[src/sv/assert_macros.svh]
// assertion macros for the uv placement transform
// expects clk and rst_n in the scope of use
`ifndef ASSERT_MACROS_SVH
`define ASSERT_MACROS_SVH
`ifndef SYNTHESIS
`define UVP_ASSERT(lbl, prop) lbl: assert property (@(posedge clk) disable iff (!rst_n) prop) \
  else $error("uvp assertion failed");
`define UVP_ASSERT_NR(lbl, prop) lbl: assert property (@(posedge clk) prop) \
  else $error("uvp assertion failed");
`else
`define UVP_ASSERT(lbl, prop)
`define UVP_ASSERT_NR(lbl, prop)
`endif
`endif

[src/sv/uvp_pkg.sv]
// package for the uv placement transform: types, register codes, saturation
// no dependencies
package uvp_pkg;

  typedef enum logic [2:0] {
    REG_COVERAGE  = 3'd0,
    REG_TRANSLATE = 3'd1,
    REG_FRAME_ROT = 3'd2,
    REG_REPEAT    = 3'd3,
    REG_OFFSET    = 3'd4,
    REG_UV_ROT    = 3'd5,
    REG_MODE      = 3'd6
  } reg_idx_t;

  typedef struct packed {
    logic [63:0] coverage;
    logic [63:0] translate;
    logic [63:0] frame_rot;
    logic [63:0] rep;
    logic [63:0] offset;
    logic [63:0] uv_rot;
    logic [4:0]  mode;
  } cfg_t;

  typedef struct packed {
    logic vld;
    logic oof;
  } meta_t;

  localparam int MODE_MIR_U = 0;
  localparam int MODE_MIR_V = 1;
  localparam int MODE_WRAP_U = 2;
  localparam int MODE_STAGGER = 4;

  localparam logic signed [71:0] SAT_HI = 72'sd2147483647;
  localparam logic signed [71:0] SAT_LO = -72'sd2147483648;
  localparam logic signed [31:0] SAT_MAX = 32'sh7fffffff;
  localparam logic signed [31:0] SAT_MIN = 32'sh80000000;

  function automatic logic signed [31:0] sat32(input logic signed [71:0] x);
    if (x > SAT_HI) return SAT_MAX;
    else if (x < SAT_LO) return SAT_MIN;
    else return $signed(x[31:0]);
  endfunction

endpackage

[src/sv/uvp_if.sv]


interface uvp_cfg_if;
  logic        valid;
  logic        ready;
  logic [2:0]  index;
  logic [63:0] data;
  modport source(output valid, index, data, input ready);
  modport sink(input valid, index, data, output ready);
endinterface

[src/sv/uvp_cfg_regs.sv]
// configuration register file of the uv placement transform
// depends on uvp_pkg and uvp_if
module uvp_cfg_regs #(
  parameter int F = 16
) (
  input  logic          clk,
  input  logic          rst_n,
  uvp_cfg_if.sink       cfg_ch,
  output uvp_pkg::cfg_t cfg
);
  import uvp_pkg::*;

  localparam logic [31:0] ONE = 32'd1 << F;

  cfg_t cfg_r;

  assign cfg_ch.ready = 1'b1;
  assign cfg = cfg_r;

  always_ff @(posedge clk) begin
    if (!rst_n) begin
      cfg_r.coverage  <= {ONE, ONE};
      cfg_r.translate <= '0;
      cfg_r.frame_rot <= {32'd0, ONE};
      cfg_r.rep       <= {ONE, ONE};
      cfg_r.offset    <= '0;
      cfg_r.uv_rot    <= {32'd0, ONE};
      cfg_r.mode      <= 5'd12;
    end else if (cfg_ch.valid) begin
      unique case (reg_idx_t'(cfg_ch.index))
        REG_COVERAGE:  cfg_r.coverage  <= cfg_ch.data;
        REG_TRANSLATE: cfg_r.translate <= cfg_ch.data;
        REG_FRAME_ROT: cfg_r.frame_rot <= cfg_ch.data;
        REG_REPEAT:    cfg_r.rep       <= cfg_ch.data;
        REG_OFFSET:    cfg_r.offset    <= cfg_ch.data;
        REG_UV_ROT:    cfg_r.uv_rot    <= cfg_ch.data;
        REG_MODE:      cfg_r.mode      <= cfg_ch.data[4:0];
        default: ;
      endcase
    end
  end
endmodule

[src/flat_wrapper.sv]
// flat-port wrapper written by rule: the top's interface ports become plain ports
module uvp_cfg_regs_flat import uvp_pkg::*;
#(
  parameter int F = 16
)
  (clk, rst_n, cfg, cfg_ch_valid, cfg_ch_index, cfg_ch_data, cfg_ch_ready);
  uvp_cfg_if cfg_ch_i ();
  input  logic clk;
  input  logic rst_n;
  output uvp_pkg::cfg_t cfg;
  input wire logic [$bits(cfg_ch_i.valid)-1:0] cfg_ch_valid;
  input wire logic [$bits(cfg_ch_i.index)-1:0] cfg_ch_index;
  input wire logic [$bits(cfg_ch_i.data)-1:0] cfg_ch_data;
  output wire logic [$bits(cfg_ch_i.ready)-1:0] cfg_ch_ready;
  assign cfg_ch_i.valid = cfg_ch_valid;
  assign cfg_ch_i.index = cfg_ch_index;
  assign cfg_ch_i.data = cfg_ch_data;
  assign cfg_ch_ready = cfg_ch_i.ready;
  uvp_cfg_regs #(.F(F)) u_core (.clk(clk), .rst_n(rst_n), .cfg_ch(cfg_ch_i), .cfg(cfg));
endmodule
[config.mk]
export PLATFORM = sky130hd
export DESIGN_NAME = uvp_cfg_regs_flat
export DESIGN_NICKNAME = d
export VERILOG_FILES = /design/src/sv/assert_macros.svh /design/src/sv/uvp_pkg.sv /design/src/sv/uvp_if.sv /design/src/sv/uvp_cfg_regs.sv /design/src/flat_wrapper.sv
export SDC_FILE = /design/constraint.sdc
export NUM_CORES = 1
export LEC_CHECK = 0
export ABC_AREA = 1
export BUFFER_PORTS_ARGS = -buffer_cell sky130_fd_sc_hd__clkbuf_2
export CELL_PAD_IN_SITES_DETAIL_PLACEMENT = 2
export CELL_PAD_IN_SITES_GLOBAL_PLACEMENT = 2
export CORE_MARGIN = 2
export CORE_UTILIZATION = 29
export DETAILED_ROUTE_END_ITERATION = 16
export GPL_TIMING_DRIVEN = 1
export PLACE_DENSITY = 0.94
export SLEW_MARGIN = 25
export SYNTH_ARGS = -nofsm -noshare
export SYNTH_HDL_FRONTEND = slang
export SYNTH_SLANG_ARGS = --single-unit
[constraint.sdc]
create_clock -name clk -period 2.87 [get_ports clk]
set_clock_uncertainty 0.2 [all_clocks]
set_input_delay 0.861 -clock clk [delete_from_list [all_inputs] [get_ports clk]]
set_output_delay 0.861 -clock clk [all_outputs]
set_load 0.03 [all_outputs]
==> impl_results.md <==
* Outcome: complete, no violations
* Finished Cell Area at around 20,000 um2
* Power Dens Cells at 686 nW/um2
* Layout Area Growth over Synthesis at 29.8%
* Routed vias at 16,842
* R2r endpoint: u_core.cfg[211]
* Worst skew pair latency at ~0.55 ns
* Number of top-level pins at 460
* Fin util at 37.9%
* First-pass GRT wire length at 113,000 um
* Total track usage at 27.0%
* Die area at about 54,000 um2
* Worst-path cell chain: clkbuf_2
* Hold Crit Start: u_core.cfg[257]
* Sequential share of the synthesized area at between 50% and 60%
* Synthesis-stage register bit count at 389
* Hold Path End: u_core.cfg[257]
* TNS Setup at 0 ns
* Initial Utilization at 29.2%
* Root Driver: clkbuf_16
* Antenna Nets Post-Route at 0
* Worst hold path class: flip-flop to flip-flop
* Met2 Usage GRT at 47.7%
* Post-CTS Setup Repair Bufs at 0
* Synthesis Warnings at 0
* RSZ-0062 raised after global routing: no
* Slew margin rel. at approximately 62%
* DRT iter0 DRCs at 815
* Hold depth at 2
* Reg2Reg Depth at 2
* CP top delay family: flip-flops
* Max reg flops at 389
* Post-DP Area at 18,300 um2
* Detailed Routing Iterations Pass 1 at 4
* Post-CTS sizing at 0
* Routed length per instance at approximately 23 um
* # DRC at 0
* Peak Freq at 433 MHz
* Crit path launch type: flip-flop
* Core footprint at 52,200 um2
* Die width at 233 um
* PortBufs at 458
* Drt total wl at between 70,000 and 80,000 um
* Die Span Y at 233 um
* Largest net degree at the start of global routing at 80
* Fin crit share at 80.5%
* Grt met1 use at 30.7%
* Hold-fix buffers, CTS at 0
* Final setup margin at 0.560 ns
* Placed insts at 3,216
* TritonCTS buffer count at 46
* Fin. Hold Viols at 0
* Vias per inst at 5.11
* Flop-to-flop setup slack at 1.95 ns
* Net Count, Synth at ~2,300
* Post-Syn Instances at 2,192
* Reg clk slew, reported paths at 0.07 ns
* Slowest stage cell on the critical path: dfxtp_1
* GPL Wtd Cong at 0.823
* Final Slew Violations at 0
* CP peak stage delay at 0.42 ns
* ANT cells at 0
* Post-Syn Area at roughly 15,000 um2
* Syn Area/Cell at slightly below 7 um2
* Crit. End Element: output port
* Fin crit period at ~2.3 ns
* Cell row count at 84
* Max-capacitance violation count at 0
* Layout cell share with drive strength beyond 1 at 22.4%
* Initial antenna violation count at 1
* Global route overflow at 0
* Met3 global-route usage at 6.37%
* Worst slack at placement at 0.364 ns
* RR Startpoint: u_core.cfg[211]
* Post-detail-place hpwl at between 40,000 and 50,000 um
* Clk sinks at 389
* Max IR drop VDD at between 0.4 and 0.5 mV
* Worst-case clock buffer depth at 3
* Final Non-Filler Cells at 3,299
* Final setup viols at 0
* Worst Path Max Fanout at 2
* Post-synth cell types at 15
* Critical path arrival at around 1.3 ns
* WP buf/inv at 1
* CTS H-tree depth at 2
* # nets final at 2,646
* Busiest grt layer: met2
* CTS tree: done
* Vias in the first global route at around 19,000
* Measured slew at the worst slew-check pin at 0.566 ns
* P_leak at 9.33 nW
* Critical Path RT at about 1.8 ns
* Critical path class: flip-flop to output port
cell families (layout without fill, tap and decap cells):
group	after synthesis	after routing	share of synthesized area, %
other cells	1	1	0.0246
compound gates	1	1	0.0328
buf+inv	233	652	6.68
simple gates	1568	1568	42.2
flops	389	389	51.0
per-stage QoR:
stage                     hold slack [ns]  power [mW]
after floorplan                     0.391        6.88
after global placement              0.246        7.44
after detailed placement            0.266        7.54
after CTS                           0.288        13.7
after global routing                0.312        14.0
final                               0.282        13.6
worst max path at each step:
stage          slack (ns)               to  cells past startpoint             from
4_1_cts              0.55         cfg[340]                      1  u_core.cfg[340]
2_1_floorplan        0.80  u_core.cfg[290]                      8  cfg_ch_index[0]
3_3_place_gp         0.52   u_core.cfg[82]                      7  cfg_ch_index[0]
6_report             0.56         cfg[340]                      1  u_core.cfg[340]
3_5_place_dp         0.36   u_core.cfg[36]                      7  cfg_ch_index[1]
5_1_grt              0.53         cfg[340]                      1  u_core.cfg[340]
routing by layer:
layer / vias up / share of wire [%]
met5: - / 0.011
met2: 581 / 50
met3: 196 / 6.6
met4: 2 / 4.6
met1: 8490 / 39
li1: 7573 / -
cells in the final DEF (no fill, tap or decap), drive strengths merged:
| cell | synthesis | routed |
|---|---|---|
| o21ai | 1 | 1 |
| dfxtp | 389 | 389 |
| clkinvlp | 0 | 1 |
| inv | 70 | 71 |
| clkbuf | 26 | 529 |
| buf | 137 | 42 |
| bufinv | 0 | 4 |
| clkinv | 0 | 5 |
| nand3 | 389 | 389 |
| nand2 | 406 | 406 |
| nor2 | 773 | 773 |
| conb | 1 | 1 |
cells in the mapped netlist, drive strengths merged:
library cell | number | area [um2]
conb | 1 | 3.75
buf | 137 | 658
clkbuf | 26 | 97.6
o21ai | 1 | 5.00
nand2 | 406 | 1530
nor2 | 773 | 2960
inv | 70 | 263
nand3 | 389 | 1950
dfxtp | 389 | 7790
where the power goes:
group          total, mW  switching [mW]  internal, mW  leakage (nW)
clock               6.12            2.47          3.65         0.756
combinational       1.75            1.31         0.440          5.41
sequential          5.72           0.129          5.59          3.16
final cells by class:
cell class,instances,area [um2]
Tap cell,688,861
Clock inverter,11,161
Fill cell,6080,32400
Multi-Input combinational cell,1570,6460
Sequential cell,389,7790
Inverter,70,265
Clock buffer,72,1380
Timing Repair Buffer,499,2890
(Power assumes the default switching activity.)
